File: config.mk
export PLATFORM = sky130hd
export DESIGN_NAME = button_press_classifier
export DESIGN_NICKNAME = d
export VERILOG_FILES = /design/src/hdl/bpc_pkg.sv /design/src/hdl/bpc_core.sv /design/src/hdl/button_press_classifier.sv
export SDC_FILE = /design/constraint.sdc
export NUM_CORES = 1
export LEC_CHECK = 0
export BUFFER_PORTS_ARGS = -buffer_cell sky130_fd_sc_hd__buf_2
export CAP_MARGIN = 20
export CORE_MARGIN = 2
export CORE_UTILIZATION = 30
export DETAILED_ROUTE_END_ITERATION = 10
export SETUP_SLACK_MARGIN = 0.15
export SLEW_MARGIN = 15
export SYNTH_ARGS = -nofsm -noshare
export SYNTH_HDL_FRONTEND = slang
export SYNTH_SLANG_ARGS = --single-unit
File: constraint.sdc
create_clock -name clk -period 14.8 [get_ports clk]
set_input_delay 2.22 -clock clk [delete_from_list [all_inputs] [get_ports clk]]
set_output_delay 2.22 -clock clk [all_outputs]
set_load 0.01 [all_outputs]
File: src/hdl/bpc_pkg.sv
`default_nettype none
package bpc_pkg;

	localparam int NUM_BUTTONS_DEF = 4;

	// Widths fixed by the item format
	localparam int CNT_W   = 16;
	localparam int CLS_W   = 3;
	localparam int CMD_W   = 2;
	localparam int BTN_W   = 2;
	localparam int CIDX_W  = 3;
	localparam int IN_W    = 8;
	localparam int OUT_W   = 8;

	typedef logic [CNT_W-1:0] cnt_t;
	typedef logic [CLS_W-1:0] cls_t;

	localparam cnt_t HOLD_MAX = '1;

	// Press classes
	localparam cls_t CLS_NONE       = 3'd0;
	localparam cls_t CLS_SHORT      = 3'd1;
	localparam cls_t CLS_LONG       = 3'd2;
	localparam cls_t CLS_VLONG      = 3'd3;
	localparam cls_t CLS_WAIT_SHORT = 3'd4;
	localparam cls_t CLS_WAIT_LONG  = 3'd5;
	localparam cls_t CLS_WAIT_VLONG = 3'd6;
	localparam cls_t CLS_WAIT_OFS   = CLS_WAIT_SHORT - CLS_SHORT;

	typedef enum logic [CMD_W-1:0] {
		CMD_TICK  = 2'd0,
		CMD_READ  = 2'd1,
		CMD_CLEAR = 2'd2,
		CMD_PEEK  = 2'd3
	} cmd_t;

	typedef enum logic [CIDX_W-1:0] {
		REG_SHORT_THR = 3'd0,
		REG_LONG_THR  = 3'd1,
		REG_VLONG_THR = 3'd2,
		REG_TIMEOUT   = 3'd3,
		REG_IDLE_LVL  = 3'd4
	} reg_idx_t;

	typedef struct packed {
		cnt_t short_thr;
		cnt_t long_thr;
		cnt_t vlong_thr;
		cnt_t timeout;
		logic idle_level;
	} cfg_t;

	localparam cnt_t RST_SHORT_THR = 16'd5;
	localparam cnt_t RST_LONG_THR  = 16'd100;
	localparam cnt_t RST_VLONG_THR = 16'd300;
	localparam cnt_t RST_TIMEOUT   = 16'd50;
	localparam logic RST_IDLE_LVL  = 1'b1;

endpackage
`default_nettype wire

File: src/hdl/bpc_core.sv
`default_nettype none
module bpc_core #(
	parameter int NUM_BUTTONS = bpc_pkg::NUM_BUTTONS_DEF
) (
	input  wire logic                       clk,
	input  wire logic                       arst_n,
	input  wire logic                       en,
	input  wire bpc_pkg::cmd_t              cmd,
	input  wire logic [bpc_pkg::BTN_W-1:0]  button,
	input  wire logic                       level,
	input  wire bpc_pkg::cfg_t              cfg,
	output bpc_pkg::cls_t                   rep
);
	import bpc_pkg::*;

	localparam int IDX_W = (NUM_BUTTONS > 1) ? $clog2(NUM_BUTTONS) : 1;

	cnt_t hold_q    [NUM_BUTTONS];
	cnt_t timeout_q [NUM_BUTTONS];
	cls_t class_q   [NUM_BUTTONS];
	logic ack_q     [NUM_BUTTONS];

	logic [IDX_W-1:0] sel;
	logic             in_range;
	cnt_t             h, t, nh, nt, hinc;
	cls_t             c, nc;
	logic             a, na;

	assign sel      = IDX_W'(button);
	assign in_range = (32'(button) < 32'(NUM_BUTTONS));

	always_comb begin
		h    = hold_q[sel];
		t    = timeout_q[sel];
		c    = class_q[sel];
		a    = ack_q[sel];
		nh   = h;
		nt   = t;
		nc   = c;
		na   = a;
		rep  = CLS_NONE;
		hinc = (h == HOLD_MAX) ? h : h + 16'd1;
		if (in_range) begin
			case (cmd)
				CMD_TICK: begin
					if (level == cfg.idle_level) begin
						// release: classify the hold just ended
						if (h >= cfg.short_thr && h < cfg.long_thr) begin
							nc = CLS_SHORT;
							nt = cfg.timeout;
						end
						if (h >= cfg.long_thr && h < cfg.vlong_thr) begin
							nc = CLS_LONG;
							nt = cfg.timeout;
						end
						nh = '0;
						nt = nt - 16'd1;
						if (nt == '0 || a) begin
							nc = CLS_NONE;
							na = 1'b0;
						end
					end else begin
						// hold: extend and promote
						nh = hinc;
						if (!a && hinc >= cfg.long_thr) begin
							nc = CLS_LONG;
							nt = cfg.timeout;
						end
						if (nc == CLS_WAIT_LONG && hinc >= cfg.vlong_thr) begin
							nc = CLS_VLONG;
							nt = cfg.timeout;
						end
					end
					rep = nc;
				end
				CMD_READ: begin
					rep = c;
					if (c inside {[CLS_SHORT:CLS_VLONG]}) begin
						na = 1'b1;
						nc = c + CLS_WAIT_OFS;
					end
				end
				CMD_CLEAR: begin
					nc  = CLS_NONE;
					na  = 1'b1;
					rep = CLS_NONE;
				end
				default: begin
					rep = c;
				end
			endcase
		end
	end

	always_ff @(posedge clk or negedge arst_n) begin
		if (!arst_n) begin
			for (int i = 0; i < NUM_BUTTONS; i++) begin
				hold_q[i]    <= '0;
				timeout_q[i] <= '0;
				class_q[i]   <= CLS_NONE;
				ack_q[i]     <= 1'b1;
			end
		end else if (en && in_range) begin
			for (int i = 0; i < NUM_BUTTONS; i++) begin
				if (sel == IDX_W'(i)) begin
					hold_q[i]    <= nh;
					timeout_q[i] <= nt;
					class_q[i]   <= nc;
					ack_q[i]     <= na;
				end
			end
		end
	end

endmodule
`default_nettype wire

File: src/hdl/button_press_classifier.sv
`default_nettype none
// Short / long / very long press classifier for NUM_BUTTONS push buttons. Each input beat
// addresses one button and carries a command in s_axis_tuser (sample tick with the pin
// level, read of the press result, clear, peek at the result without acknowledging it) and
// the button index and level in s_axis_tdata. Every input beat gives exactly one output
// beat with the reported class and the button index. The block takes one beat per clock
// cycle, back to back, while the output side is not stalled. Each beat passes through the
// input register and then the result register; the per-button read-modify-write of hold
// counter, timeout counter, class and acknowledge flag is done combinationally between
// them, so consecutive beats on the same button need no forwarding. Thresholds, report
// timeout and idle level are written through the cfg_* port, which is always ready; write
// them only while no beat is in flight. Button indexes at or above NUM_BUTTONS leave all
// state alone and report class none.
module button_press_classifier #(
	parameter int NUM_BUTTONS = bpc_pkg::NUM_BUTTONS_DEF
) (
	input  wire logic                        clk,
	input  wire logic                        arst_n,
	// config write channel
	input  wire logic                        cfg_valid,
	output logic                             cfg_ready,
	input  wire logic [bpc_pkg::CIDX_W-1:0]  cfg_index,
	input  wire logic [bpc_pkg::CNT_W-1:0]   cfg_data,
	// input stream
	input  wire logic                        s_axis_tvalid,
	output logic                             s_axis_tready,
	input  wire logic [bpc_pkg::IN_W-1:0]    s_axis_tdata,  // [1:0] button_index, [2] level
	input  wire logic [bpc_pkg::CMD_W-1:0]   s_axis_tuser,  // [1:0] command
	// result stream
	output logic                             m_axis_tvalid,
	input  wire logic                        m_axis_tready,
	output logic [bpc_pkg::OUT_W-1:0]        m_axis_tdata   // [2:0] reported_state, [4:3] button_echo
);
	import bpc_pkg::*;

	cfg_t              cfg_q;

	logic              valid_s1;
	cmd_t              cmd_s1;
	logic [BTN_W-1:0]  button_s1;
	logic              level_s1;

	logic              valid_s2;
	cls_t              rep_s2;
	logic [BTN_W-1:0]  echo_s2;

	logic              out_free;
	logic              advance;
	cls_t              rep;

	// Config registers: always ready, writes beyond the list are dropped
	assign cfg_ready = 1'b1;

	always_ff @(posedge clk or negedge arst_n) begin
		if (!arst_n) begin
			cfg_q.short_thr  <= RST_SHORT_THR;
			cfg_q.long_thr   <= RST_LONG_THR;
			cfg_q.vlong_thr  <= RST_VLONG_THR;
			cfg_q.timeout    <= RST_TIMEOUT;
			cfg_q.idle_level <= RST_IDLE_LVL;
		end else if (cfg_valid) begin
			case (reg_idx_t'(cfg_index))
				REG_SHORT_THR: cfg_q.short_thr  <= cfg_data;
				REG_LONG_THR:  cfg_q.long_thr   <= cfg_data;
				REG_VLONG_THR: cfg_q.vlong_thr  <= cfg_data;
				REG_TIMEOUT:   cfg_q.timeout    <= cfg_data;
				REG_IDLE_LVL:  cfg_q.idle_level <= cfg_data[0];
				default: begin
				end
			endcase
		end
	end

	// Handshake: the result register frees when empty or taken this cycle; the input
	// register advances into it then, and takes a new beat whenever it empties.
	assign out_free      = !valid_s2 || m_axis_tready;
	assign advance       = valid_s1 && out_free;
	assign s_axis_tready = !valid_s1 || out_free;

	// Input register
	always_ff @(posedge clk or negedge arst_n) begin
		if (!arst_n) begin
			valid_s1 <= 1'b0;
		end else if (s_axis_tready) begin
			valid_s1 <= s_axis_tvalid;
		end
	end

	always_ff @(posedge clk) begin
		if (s_axis_tready && s_axis_tvalid) begin
			cmd_s1    <= cmd_t'(s_axis_tuser);
			button_s1 <= s_axis_tdata[BTN_W-1:0];
			level_s1  <= s_axis_tdata[BTN_W];
		end
	end

	// Per-button state update, committed as the beat advances
	bpc_core #(
		.NUM_BUTTONS (NUM_BUTTONS)
	) u_core (
		.clk    (clk),
		.arst_n (arst_n),
		.en     (advance),
		.cmd    (cmd_s1),
		.button (button_s1),
		.level  (level_s1),
		.cfg    (cfg_q),
		.rep    (rep)
	);

	// Result register
	always_ff @(posedge clk or negedge arst_n) begin
		if (!arst_n) begin
			valid_s2 <= 1'b0;
		end else if (out_free) begin
			valid_s2 <= valid_s1;
		end
	end

	always_ff @(posedge clk) begin
		if (advance) begin
			rep_s2  <= rep;
			echo_s2 <= button_s1;
		end
	end

	assign m_axis_tvalid = valid_s2;
	assign m_axis_tdata  = {(OUT_W - CLS_W - BTN_W)'(0), echo_s2, rep_s2};

endmodule
`default_nettype wire

# ---- Word level (Yosys, flattened, before mapping)
# Index checks and enable logic that the tools add are counted.
dict set report word_totals {
  ff_bits 221
}
dict set report op_classes {
  n_lt_le_gt_ge 9
  n_eq_ne 12
  add_sub_neg 3
  bitwise 1
  reduce_logical 26
  mux 38
}
# op count
set op_table {}
lappend op_table {{$mux W16} 15}
lappend op_table {{$bmux W16 S2} 2}
lappend op_table {{$ge A16 B16 Y1} 4}
lappend op_table {{$mux W3} 11}
lappend op_table {{$lt A16 B16 Y1} 2}
lappend op_table {{$reduce_and A2 Y1} 9}
lappend op_table {{$add A16 B1 Y16 const B} 1}
lappend op_table {{$eq A16 B16 Y1 const B} 1}
lappend op_table {{$logic_not A16 Y1} 1}
lappend op_table {{$sub A16 B1 Y16 const B} 1}
lappend op_table {{$pmux W3 S3} 1}
lappend op_table {{$logic_and A1 B1 Y1} 7}
lappend op_table {{$bmux W3 S2} 1}
lappend op_table {{$eq A2 B2 Y1 const B} 3}
lappend op_table {{$eq A3 B2 Y1 const B} 2}
lappend op_table {{$eq A3 B3 Y1 const B} 2}
lappend op_table {{$pmux W3 S2} 1}
lappend op_table {{$mux W1} 5}
lappend op_table {{$eq A2 B1 Y1 const B} 2}
lappend op_table {{$logic_not A2 Y1} 2}
lappend op_table {{$add A3 B2 Y3 const B} 1}
lappend op_table {{$eq A3 B1 Y1 const B} 1}
lappend op_table {{$ge A3 B1 Y1 const B} 1}
lappend op_table {{$ge A3 B3 Y1 const B} 1}
lappend op_table {{other kinds (8)} 12}

# ---- Depth between registers and ports, before layout
# Gate-level depths: netlist of run 1.
dict set report depth {
  depth_word 16
  mapped_depth 26
  depth_no_buf 20
}

# ---- Modules after synthesis
# Synthesis of run 1 repeated with hierarchy kept, for this count alone.
dict set report unflattened {
  cells_unflattened 1244
  area_unflattened_um2 12713.4
}
# module n_inst area_each_um2 cells_each seq_area_each_um2
set modules_own_cells {}
lappend modules_own_cells {bpc_core 1 9766.9 1079 3608.5}
lappend modules_own_cells {button_press_classifier 1 2946.6 165 1993.2}

# ---- Worst setup path before layout of run 1
# No wires, ideal clock.
dict set report synth_timing {
  path_kind {reg2reg}
  startpoint {register button_s1[0]}
  endpoint {register rep_s2[2] (data pin)}
  path_slack_ns 8.816
  arrival_ns 5.721
  synth_period_minus_slack_ns 5.984
  path_stages_with_launch 26
  cell_sequence {edfxtp_1 -> buf_4 -> buf_4 -> buf_2 -> mux4_2 -> buf_2 -> ha_1 -> a211oi_1 -> nor2_1 -> or3_1 -> a211o_1 -> a32oi_4 -> buf_6 -> buf_6 -> mux2i_1 -> ha_1 -> clkbuf_1 -> nand3_1 -> nor3_1 -> xnor2_1 -> mux2i_1 -> nor4_1 -> nand4_1 -> a221o_2 -> a211oi_4 -> nor2b_1}
}
dict set report synth_between {
  elab_chain_cells 16
}
# element line_no
set synth_rtl {}
lappend synth_rtl {{from (decl)} button_press_classifier.sv:40} ;# logic [BTN_W-1:0] button_s1;
lappend synth_rtl {{from (signal assigned)} button_press_classifier.sv:92} ;# button_s1 <= s_axis_tdata[BTN_W-1:0];
lappend synth_rtl {{$not A2 Y3 (not written as such) (*)} -}
lappend synth_rtl {{$bmux W16 S2} bpc_core.sv:33} ;# h = hold_q[sel];
lappend synth_rtl {{$mux W16 (not written as such) (2 in series)} bpc_core.sv:33}
lappend synth_rtl {{$ge A16 B16 Y1, or another cell as far along} bpc_core.sv:48} ;# if (h >= cfg.short_thr && h < cfg.long_thr) begin
lappend synth_rtl {{$logic_and A1 B1 Y1 / $mux W16 (equally long branches)} {bpc_core.sv:48, bpc_core.sv:42}}
lappend synth_rtl {{$mux W16 / $ge A16 B16 Y1 (equally long branches)} {bpc_core.sv:48, bpc_core.sv:65}}
lappend synth_rtl {{$mux W16 / $logic_and A1 B1 Y1 (equally long branches)} {bpc_core.sv:52, bpc_core.sv:65}}
lappend synth_rtl {{$mux W16 / $mux W3 (equally long branches)} {bpc_core.sv:46, bpc_core.sv:65}}
lappend synth_rtl {{$mux W16 / $mux W3 (equally long branches)} {bpc_core.sv:44, bpc_core.sv:46}}
lappend synth_rtl {{$sub A16 B1 Y16 / $mux W3 (equally long branches)} {bpc_core.sv:57, bpc_core.sv:44}}
lappend synth_rtl {{$logic_not A16 Y1 / $eq A3 B3 Y1 (equally long branches)} {bpc_core.sv:58, bpc_core.sv:69}}
lappend synth_rtl {{$logic_or A1 B1 Y1 / $logic_and A1 B1 Y1 (equally long branches)} {bpc_core.sv:58, bpc_core.sv:69}}
lappend synth_rtl {{$mux W3, on equally long branches} {bpc_core.sv:58, bpc_core.sv:69}}
lappend synth_rtl {{$mux W3} bpc_core.sv:46} ;# if (level == cfg.idle_level) begin
lappend synth_rtl {{$pmux W3 S2 (*)} bpc_core.sv:44} ;# case (cmd)
lappend synth_rtl {{named net rep[2]} button_press_classifier.sv:49} ;# cls_t rep;
lappend synth_rtl {{to (signal assigned)} button_press_classifier.sv:122} ;# rep_s2 <= rep;
lappend synth_rtl {{to (decl)} button_press_classifier.sv:44} ;# cls_t rep_s2;
# Mark *: on every way through the listed nets, which the timed path passes. The rest lies on a longest branch. The select of a mux whose other input is x is not followed.
# A chain may end at the register's enable or synchronous reset.

# ---- Final worst setup path of run 1
# Ends and elaborated chain as after synthesis.

==> results of run 1 <==
## logic make-up after synthesis
kind of cell | synth area share, %
compound gates | 13.7
xor+xnor | 2.20
fa+ha+maj | 8.33
buf+inv | 4.02
flops | 43.9
mux | 16.7
other cells | 0.0588
simple gates | 11.1
## power by group through the flow
stage / combinational, uW / clock (uW) / sequential, uW
2_1_floorplan: 843 / 0 / 885
3_3_place_gp: 1050 / 0 / 908
3_5_place_dp: 1080 / 0 / 919
4_1_cts: 1090 / 569 / 909
5_1_grt: 1220 / 592 / 934
6_report: 1090 / 553 / 911
## through the flow
| step | hold WS [ns] | power [uW] | instance area, um^2 |
|---|---|---|---|
| 2_1_floorplan | 0.428 | 1730 | 12800 |
| 3_3_place_gp | 0.454 | 1960 | 13500 |
| 3_5_place_dp | 0.465 | 2000 | 13500 |
| 4_1_cts | 0.480 | 2570 | 14200 |
| 5_1_grt | 0.503 | 2750 | 14200 |
| 6_report | 0.476 | 2550 | 14200 |
## cell type report
cell class	count	area [um^2]
inverters	57	214
fillers	4165	27700
multi-input cells	862	6680
repair buffers	54	327
clock buffers	39	696
flip-flops and latches	221	5600
clock inverters	1	8.76
well taps	539	674
## metal layers
layer,GRT usage [%],vias to the layer above
met5,0,-
met4,3.86,0
met3,1.55,41
met2,22.9,249
met1,21.5,4694
li1,-,4392
## final timing paths
kind,start,endpoint,slack [ns],depth (start not counted)
worst min register to register,u_core.hold_q[31]$_DFFE_PN0P_,u_core.hold_q[31]$_DFFE_PN0P_,0.48,2
worst max-delay path,button_s1[0]$_DFFE_PP_,rep_s2[2]$_DFFE_PP_,7.54,20
max in group asynchronous,arst_n,u_core.timeout_q[23]$_DFFE_PN0P_,11.73,2
worst min-delay path,u_core.hold_q[31]$_DFFE_PN0P_,u_core.hold_q[31]$_DFFE_PN0P_,0.48,2
min in group asynchronous,arst_n,cfg_q[45]$_DFFE_PN0P_,1.80,1
worst max register to register,button_s1[0]$_DFFE_PP_,rep_s2[2]$_DFFE_PP_,7.54,20
## worst max-delay path: stages, from the launching register on
cell	delay (ns)
edfxtp_1	0.32
buf_4	0.37
buf_4	0.56
mux4_2	0.72
ha_1	0.34
a211o_1	0.29
a21oi_1	0.29
o41ai_1	0.12
nand3b_1	0.23
a32oi_4	0.88
mux2i_1	0.39
ha_1	0.44
nand3_1	0.20
nor3_1	0.21
xnor2_1	0.14
mux2i_1	0.12
nor4_1	0.36
nand4_1	0.15
a221o_2	0.41
a211oi_4	0.32
nor2b_1	0.08
## placed cells by master, fill, tap and decap left out, drive strengths merged, types with 17 or more instances in the layout
cell type,synthesis,routed
a21o,18,18
a21oi,55,55
buf,18,53
clkbuf,46,40
dfrtp,194,194
dfstp,17,17
ha,85,85
inv,57,58
mux2,106,106
mux4,35,35
nand2,130,130
nand3,17,17
nor2,64,64
o21ai,114,114
o22ai,24,24
## state kept, by name (all words and copies together), names as in the netlist
name and cells:
valid_s1 1, echo_s2 2, u_core.ack_q 4, button_s1 2, level_s1 1, m_axis_tvalid 1
u_core.class_q 12, cfg_q 65, u_core.hold_q 64, rep_s2 3, cmd_s1 2, u_core.timeout_q 64
==> impl.org, run 1 <==
** Place
- Buffers added on ports :: 35
- Final RePlAce weighted congestion :: ~0.85
- At the placement stage, the worst setup path has a slack of approximately 7.5 ns.
- DP Wirelength :: approximately 23000 um
- Instance count after placement with tap cells included :: about 1700

** Routing
- The count of nets left with antenna violations once routing finished came out at 0.
- Met1 WL :: 15500 um
- Routed length on met3 :: 1590 um
- After detailed routing, the average wire length per cell comes to 18.0 um.
- In the routed design, unresolved DRC markers number 0.
- Uppermost signal routing layer after detailed routing :: met4
- The routed layout has between 9000 and 10000 vias.
- Wire segments on met2 add up to 14100 um in the final route.
- The first TritonRoute pass finished after 5 iterations.
- The detailed router finished its first iteration with ~840 violations.
- Wires add up to 31900 um.
- In the routed layout, each cell is associated on average with a via count of ~5.3.

** Synth
- Syn Area/Cell :: between 10 and 15 um^2
- Counting distinct cell types in the post-synthesis netlist gives 70.
- Cell with the most instances after synthesis :: dfrtp_1
- The largest total area in the synthesized netlist belongs to dfrtp_1.
- Netlist area before placement :: around 0.013 mm^2
- In the synthesized netlist the dominant register cell turns out to be dfrtp_1.
- For this run, asynchronously set or reset flops after synthesis account for roughly 95%.
- The synthesized design devotes to its leading area cell type 38.0% of total area.
- Most common library cells after synthesis :: dfrtp_1, nand2_1, o21ai_0
- For this run, the number of Yosys warnings is 0.
- Largest cells by area after synthesis :: dfrtp_1, mux2_2, ha_1
- Number of synthesized register bits :: ~220
- Number of flops mapped to enable cells by yosys :: 10
- Synthesis produced around 1200 cells.
- Share of the yosys chip area belonging to registers :: between 40 and 50%

** Power and ir drop
- Leakage power :: approximately 0.0063 uW
- For this design the ratio of total power to cell area is about 180 mW/mm^2.
- Of the total power, registers draw a little over a third.
- Peak supply drop :: approximately 0.07 mV
- Of the total power, the share spent switching nets is 36.9%.
- Total internal power :: 1610 uW
- In this run the power spent charging and discharging nets is around 940 uW.
- Power share of the clock group :: 21.6%
- Gate power share :: 42.7%

** Timing
- Setup repair after global routing missed its margin :: no
- Minimum clock period after layout :: roughly 7.3 ns
- For this run, the top clock speed supported by timing is around 0.14 GHz.
- At the pin with the least slew margin, the transition time is roughly 1.1 ns.
- The max-slew violation total from the final report was 0.
- Clock skew on the completed layout was measured at ~0.023 ns.
- After layout, the worst setup slack is 7.54 ns.
- Setup total negative slack on the finished layout was measured at 0 ns.
- Setup violations remaining at the end of the flow were counted as 0.
- The worst path uses 49.0% of the clock period.
- Final Hold Violating Endpoints :: 0
- Measured against its own limit, the worst slew margin works out to 27.6%.

** Setup path
- The worst setup path is launched from a flop.
- Critical path capture point type :: flop
- In this run the worst path has a maximum fanout of 29.
- By startpoint and endpoint, the worst setup path is classified as reg2reg.
- Data arrives at the worst endpoint at 7.52 ns.
- Worst path required time :: about 15 ns

** Floorplanning
- Placeable Area :: 0.0419 mm^2
- Y dimension of the die :: ~210 um
- The die covers around 0.044 mm^2.
- Effective utilization at floorplan :: a little under a third
- Horiz. Die Dim :: roughly 210 um
- The floorplan has 75 rows.
- 45 I/O pins were placed.

** CTS
- Hold buffers post-CTS :: 0
- The number of gates resized after CTS was 0.
- In this run, CTS created clock tree buffers numbering 23.
- After clock tree synthesis, the clock-pin slew on the worst setup and hold paths is 0.06 ns.
- In this run the number of H-tree levels came out at 1.
- Number of buffers on the longest clock path :: 3
- The cell sitting at the root of the clock tree is a clkbuf_16.
- Post-CTS timing repair inserted 0 buffers for setup.
- TritonCTS built the clock tree.
- The tree built by TritonCTS fans out to between 200 and 250 sinks.
- At the later pin of the worst-skew pair, clock insertion delay measures 0.53 ns.

** Global routing
- Overall global routing resource usage :: 14.6%
- Number of global-route vias before repair :: 9311
- Summed over all layers, the global routing overflow is 0.
- Antenna violations before repair :: 0
- The first global-routing pass estimated ~50000 um of wire.
- Maximum number of pins on one net before global-route repair :: approximately 100

** Final layout
- The finished layout holds approximately 1800 standard cells, fillers aside.
- In the final design database the tool counted between 1000 and 1500 nets.
- Core Util, Final :: between 30% and 40%
- Fraction of final layout cells with drive strength greater than 1 :: 21.1%
- Area growth from synthesis to layout :: 11.2%
- 0 antenna diodes ended up in the layout.

** Worst hold path
- Worst min-delay path class :: reg2reg

** Flow run
- Max-cap violations in this run came to 0.

** Outcome
- Result of the run :: finished, final reports clean
No activity file was read; power rests on OpenSTA's default activity.
==> run 2: changes to the inputs <==
==> constraint.sdc (replaced) <==
create_clock -name clk -period 6.88 [get_ports clk]
set_input_delay 1.032 -clock clk [delete_from_list [all_inputs] [get_ports clk]]
set_output_delay 1.032 -clock clk [all_outputs]
set_load 0.01 [all_outputs]
==> run 2 against run 1 <==
Cell area grew 1.4%. Sequential power grew 120%. Flip-flop and latch count is the same. Setup slack lost 6.9 ns. Hold slack lost 0.0019 ns. Via count is essentially flat. Utilization grew 0.47 points. Power grew 120%. Largest cell class unchanged.
==> impl.org, run 2 (same netlist as run 1, synthesis figures left out) <==
** Outcome
- The flow ran to the end, and the final reports show no timing, DRC or antenna violations.

** Place
- Final RePlAce weighted congestion :: about 0.87
- DP Wirelength :: approximately 23000 um
- Place WS :: around 0.63 ns
- Buffers placed on the I/O ports in this run total 35.
- Instance count after placement with tap cells included :: around 1700

** Final layout
- 0 antenna diodes ended up in the layout.
- In the final layout, the share of cells above drive strength 1 is 22.0%.
- The library cells used most frequently in the layout, excluding fill and tap cells, are dfrtp_1, nand2_1, o21ai_0, mux2_2, ha_1.
- The largest registers in the layout are cfg_q: 65 flops, u_core.hold_q: 64 flops, u_core.timeout_q: 64 flops.
- Flip-flop count of the largest register, all copies and words added :: 65
- Area growth from synthesis to layout :: 12.8%
- The finished layout holds ~1800 standard cells, fillers aside.
- The library cell used most frequently in the layout, excluding fill and tap cells, is dfrtp_1.
- Net count reported at finish :: between 1000 and 1500
- Core Util, Final :: between 30% and 40%
- Largest register by flop count :: cfg_q

** CTS
- H-tree Lvls :: 1
- Number of CTS-inserted buffers :: 24
- After clock tree synthesis, the clock-pin slew on the worst setup and hold paths is 0.07 ns.
- The later pin in the worst-skew pair is clocked with a latency of roughly 0.54 ns.
- The tree built by TritonCTS fans out to approximately 220 sinks.
- TritonCTS built the clock tree.
- Number of setup buffers added after CTS :: 0
- The number of hold buffers added after CTS was 0.
- The root buffer cell chosen for the clock tree is clkbuf_16.
- Number of buffers on the longest clock path :: 3
- Gates resized during post-CTS repair numbered 0.

** Floorplanning
- Placeable Area :: between 0.04 and 0.05 mm^2
- Effective utilization at floorplan :: 30.4%
- Y dimension of the die :: 210 um
- Die area :: approximately 0.044 mm^2
- Number of top-level pins :: 45
- The die is approximately 210 um wide.
- The floorplan has 75 rows.

** Setup path
- Biggest fanout along the worst timing path :: 12
- STA classifies the critical path startpoint as a flop.
- STA puts the critical path data required time at 7.16 ns.
- STA classifies the critical path endpoint as a flop.
- FF-to-FF path depth :: 19
- Critical Path AT :: about 6.6 ns
- The critical path is of the reg2reg type.

** Global routing
- Maximum number of pins on one net before global-route repair :: 76
- Antenna violations before repair :: 1
- Overall global routing resource usage :: ~15%
- Number of global-route vias before repair :: between 9000 and 10000
- The total overflow left after global routing is 0.
- The first global-routing pass estimated 51900 um of wire.

** Timing
- Pin slew with the least headroom to its limit :: around 0.96 ns
- The max-slew violation total from the final report is 0.
- Worst setup skew after layout :: 0.0177 ns
- Maximum achievable frequency :: approximately 0.16 GHz
- Setup repair after global routing missed its margin :: no
- Final Cycle Share :: 91.4%
- Remaining max-slew budget at the tightest pin :: a little over a third
- Setup total negative slack on the finished layout was measured at 0 ns.
- Final worst-path setup slack :: 0.594 ns
- The routed design could run at a clock period as short as 6.29 ns.
- Final Hold Violating Endpoints :: 0
- Setup violations remaining at the end of the flow were counted as 0.

** Flow run
- Across the run, the number of max-cap violations was 0.

** Routing
- Avg WL per Cell :: about 18 um
- In this run, the number of DRC markers left after iteration 0 of detailed routing was 768.
- Number of search-and-repair iterations in the first detailed-routing pass :: 5
- Via density per instance :: 5.27
- Summed over all layers, the routed wires come to roughly 32000 um.
- Post-route DRC :: 0
- Number of vias in the routed layout :: around 9400
- Routed Antenna Nets :: 0

** Power and ir drop
- Power Density :: approximately 400 mW/mm^2
- Total power for the finished layout comes to 5720 uW.
- Leakage power :: around 0.0064 uW
- Peak supply drop :: 0.193 mV

** Worst hold path
- Worst hold path stage count :: 2
- The tightest min-delay check is of the reg2reg type.
run 2: final timing paths:
path / slack (ns) / end / start
worst max-delay path: 0.59 / rep_s2[2]$_DFFE_PP_ / button_s1[1]$_DFFE_PP_
worst min-delay path: 0.47 / u_core.hold_q[32]$_DFFE_PN0P_ / u_core.hold_q[32]$_DFFE_PN0P_
worst max register to register: 0.59 / rep_s2[2]$_DFFE_PP_ / button_s1[1]$_DFFE_PP_
worst min register to register: 0.47 / u_core.hold_q[32]$_DFFE_PN0P_ / u_core.hold_q[32]$_DFFE_PN0P_
max in group asynchronous: 4.95 / u_core.timeout_q[19]$_DFFE_PN0P_ / arst_n
min in group asynchronous: 0.50 / cfg_q[45]$_DFFE_PN0P_ / arst_n
run 2: cell type report:
| cell class | instances | area, um^2 |
|---|---|---|
| clock buffers | 25 | 614 |
| clock inverters | 19 | 246 |
| fillers | 4188 | 27600 |
| inverters | 57 | 214 |
| multi-input cells | 862 | 6680 |
| flip-flops and latches | 221 | 5600 |
| well taps | 539 | 674 |
| repair buffers | 56 | 367 |
run 2: where the power goes:
group | switching, uW | internal (uW) | total [uW] | leakage (uW)
clock network | 566 | 841 | 1410 | 0.000402
logic | 1300 | 1050 | 2350 | 0.00322
registers | 220 | 1740 | 1960 | 0.00274
run 2: through the flow:
stage / hold WS (ns) / instance area [um^2]
global route: 0.505 / 14400
CTS: 0.482 / 14400
global placement: 0.457 / 13500
finish: 0.474 / 14400
floorplan: 0.428 / 12800
detailed placement: 0.467 / 13500
run 2: metal layers:
layer	track usage, %	wire [um]	up-vias
li1	-	-	4403
met1	21.3	15400	4710
met2	23.1	14200	228
met3	2.03	1670	43
met4	4.21	809	0
met5	0	0	-
run 2: critical path, stage by stage, from the launching register on:
cell      delay [ns]
edfxtp_1        0.85
buf_4           0.30
mux4_2          0.46
ha_1            0.35
a211o_1         0.29
a21oi_1         0.30
o41ai_1         0.13
nand3b_1        0.24
a32oi_4         0.35
mux2i_1         0.32
ha_1            0.43
nand3_1         0.19
nor3_1          0.23
xnor2_1         0.15
mux2i_1         0.11
nor4_1          0.34
nand4_1         0.15
a221o_2         0.41
a211oi_4        0.34
nor2b_1         0.08
==> run 3: changes to the inputs <==
--- a/config.mk
+++ b/config.mk
@@ -5,11 +5,11 @@
 export SDC_FILE = /design/constraint.sdc
 export NUM_CORES = 1
 export LEC_CHECK = 0
-export BUFFER_PORTS_ARGS = -buffer_cell sky130_fd_sc_hd__buf_2
 export CAP_MARGIN = 20
 export CORE_MARGIN = 2
 export CORE_UTILIZATION = 30
 export DETAILED_ROUTE_END_ITERATION = 10
+export DONT_BUFFER_PORTS = 1
 export SETUP_SLACK_MARGIN = 0.15
 export SLEW_MARGIN = 15
 export SYNTH_ARGS = -nofsm -noshare
==> run 3 against run 2 <==
Power decreased by 1.2%. Critical path depth decreased by 1. Combinational power decreased by 2%. Setup slack improved by 0.23 ns. Cell area decreased by 1.4%. Clock-buffer cell count increased by 12. Cell count decreased by 2.1%. Register-to-register slack improved by 0.23 ns. First-iteration DRC count decreased by 31%. Die area unchanged. Sequential share of layout area increased by 0.54 points. Clock skew decreased by 0.0048 ns. Critical path type unchanged. Critical endpoint unchanged.
==> impl.org, run 3 (same netlist as run 1, synthesis figures left out) <==
** CTS
- The tree built by TritonCTS fans out to between 200 and 250 sinks.
- The number of hold buffers added after CTS was 0.
- Clock Root Buffer :: clkbuf_16
- Clock-pin slew was measured on the worst setup and hold paths at 0.06 ns.
- The longest clock path from root to sink contains 3 buffers.
- TritonCTS clock tree :: built
- Number of CTS-inserted buffers :: 24
- The number of gates resized after CTS was 0.
- H-tree Lvls :: 1
- Clk Latency, worst-skew pair :: between 0.5 and 0.6 ns
- Post-CTS timing repair inserted 0 buffers for setup.

** Timing
- Final Cycle Share :: a little under 90%
- Headroom to the max-slew limit came out at a little over a quarter.
- Minimum clock period after layout :: 6.05 ns
- Setup repair after global routing missed its margin :: no
- For the pin with the worst max-slew slack, the measured transition is between 1 and 1.5 ns.
- The final number of hold-violating endpoints came to 0.
- Between clock sinks in the finished design, the worst skew comes to between 0.01 and 0.015 ns.
- Timing would allow up to 0.165 GHz.
- Setup violations remaining at the end of the flow were counted as 0.
- For the final routed database, the setup TNS stands at 0 ns.
- Number of max-slew violations in the final report :: 0

** Setup path
- The most critical setup path has its endpoint at rep_s2[2]$_DFFE_PP_.
- Counting cells, the worst reg-to-reg path comes to 18.
- Data on the critical path arrives at its endpoint at approximately 6.3 ns.
- The largest single stage delay on the critical path is 0.69 ns.
- STA classifies the critical path startpoint as a flop.
- The endpoint identified for the worst register-to-register timing path is rep_s2[2]$_DFFE_PP_.
- Along the worst path, the maximum fanout reaches 35.
- Kind of critical path :: reg2reg
- Counting both buffers and inverters, the worst setup path holds a total of 1.
- Register-to-register setup slack :: slightly above 0.8 ns
- At the worst endpoint, the required time is between 7 and 8 ns.
- STA classifies the critical path endpoint as a flop.
- RR Startpoint :: button_s1[0]$_DFFE_PP_
- Beginning of the critical path :: button_s1[0]$_DFFE_PP_
- Traced cell by cell, the critical path runs through buf_12, mux4_2, ha_1, a211oi_1, nor2_1, or3_1, a211o_1, a32oi_4, mux2i_1, ha_1, nand4_1, xor2_1, mux2i_1, a2111oi_0, nand4_1, a221o_2, a211oi_4, nor2b_1.
- The cell family contributing the most delay on the critical path is compound AO/OA/AOI/OAI gates.
- Cell count along the critical path :: 18
- CP max-delay cell :: mux4_2

** Floorplanning
- Effective utilization at floorplan :: 30.4%
- Number of rows in the core area :: between 70 and 80
- In this run the horizontal extent of the chip is around 210 um.
- During I/O placement, the number of pins put on the boundary was 45.
- The die covers about 0.044 mm^2.
- Placeable Area :: 0.0419 mm^2
- The die is ~210 um tall.

** Global routing
- The first global-routing pass estimated 51200 um of wire.
- The initial antenna violation count came to 1.
- Maximum number of pins on one net before global-route repair :: between 200 and 250
- Number of global-route vias before repair :: ~9000
- Overall global routing resource usage :: about 15%
- Global routing finished with a remaining overflow of 0.

** Power and ir drop
- Overall power consumption after layout is estimated at ~5600 uW.
- Leakage power :: 0.00624 uW
- Dividing total power by cell area gives a power density of just under 400 mW/mm^2.
- Peak supply drop :: 0.183 mV

** Final layout
- The number of antenna diodes in the final layout is 0.
- Fraction of final layout cells with drive strength greater than 1 :: 19.4%
- Largest registers :: cfg_q: 65 flops, u_core.hold_q: 64 flops, u_core.timeout_q: 64 flops
- The net count of the finished layout is 1304.
- The library cell used most frequently in the layout, excluding fill and tap cells, is dfrtp_1.
- In the layout the commonest cells are dfrtp_1, nand2_1, o21ai_0, mux2_2, ha_1.
- After routing the design area is ~0.014 mm^2.
- Counting flops per register, the top entry is cfg_q.
- Area growth from synthesis to layout :: 11.2%
- Fill count :: 4176
- The register with the most flip-flops in the layout has 65 of them.

** Routing
- In the routed design, unresolved DRC markers number 0.
- In the routed layout, each cell is associated on average with a via count of 5.23.
- The detail route stage leaves a number of antenna-violating nets equal to 0.
- In this run, the number of DRC markers left after iteration 0 of detailed routing was 533.
- Detailed routing inserted a total of a little over 9000 vias.
- After detailed routing, the average wire length per cell comes to between 15 and 20 um.
- Wires add up to approximately 31000 um.
- Number of search-and-repair iterations in the first detailed-routing pass :: 7

** Place
- Area after detailed placement :: roughly 0.013 mm^2
- Buffers placed on the I/O ports in this run total 0.
- The wire-length estimate of the detail-placed layout is approximately 22000 um.
- Final RePlAce weighted congestion :: slightly below 0.9

** Outcome
- Result of the run :: finished, final reports clean

** Flow run
- The tool flagged a number of max-cap violations equal to 0.

** Worst hold path
- Worst min-delay path class :: in2async
-- run 3: area by class of cell --
class	instances	area, um^2	area share, %
multi-input combinational	862	6680	47.0
tap	539	674	4.75
sequential	221	5600	39.5
clock buffer	37	741	5.22
inverter	57	214	1.51
timing repair buffer	19	180	1.27
clock inverter	6	109	0.767
-- run 3: stage by stage --
stage                     utilization, %  instances  setup slack (ns)  hold slack [ns]
after detailed placement            31.8       1698             0.921            0.462
after floorplan                        -       1204             0.896            0.428
after CTS                           33.8       1741             0.896            0.183
final                               33.8       1741             0.828            0.221
after global placement              31.8       1697             0.969            0.456
after global routing                33.8       1741             0.610            0.194
-- run 3: power breakdown --
group | internal (uW) | total [uW] | switching [uW]
Combinational | 1040 | 2300 | 1260
Clock | 851 | 1390 | 539
Sequential | 1740 | 1960 | 221
-- run 3: per-layer routing --
layer | GRT usage [%] | share of wire (%)
met1 | 21.1 | 49
met2 | 22.3 | 43
met3 | 2.19 | 4.7
met5 | 0 | 0
met4 | 4.72 | 3.0
-- run 3: worst min-delay path by stage --
| stage | slack (ns) | from | cells past startpoint | end |
|---|---|---|---|---|
| after detailed placement | 0.46 | u_core.class_q[5]$_DFFE_PN0P_ | 2 | u_core.class_q[5]$_DFFE_PN0P_ |
| after CTS | 0.18 | arst_n | 0 | cfg_q[50]$_DFFE_PN0P_ |
| final | 0.22 | arst_n | 0 | cfg_q[47]$_DFFE_PN0P_ |
| after global routing | 0.19 | arst_n | 0 | cfg_q[50]$_DFFE_PN0P_ |
| after floorplan | 0.43 | button_s1[1]$_DFFE_PP_ | 0 | echo_s2[1]$_DFFE_PP_ |
| after global placement | 0.46 | u_core.class_q[5]$_DFFE_PN0P_ | 2 | u_core.class_q[5]$_DFFE_PN0P_ |
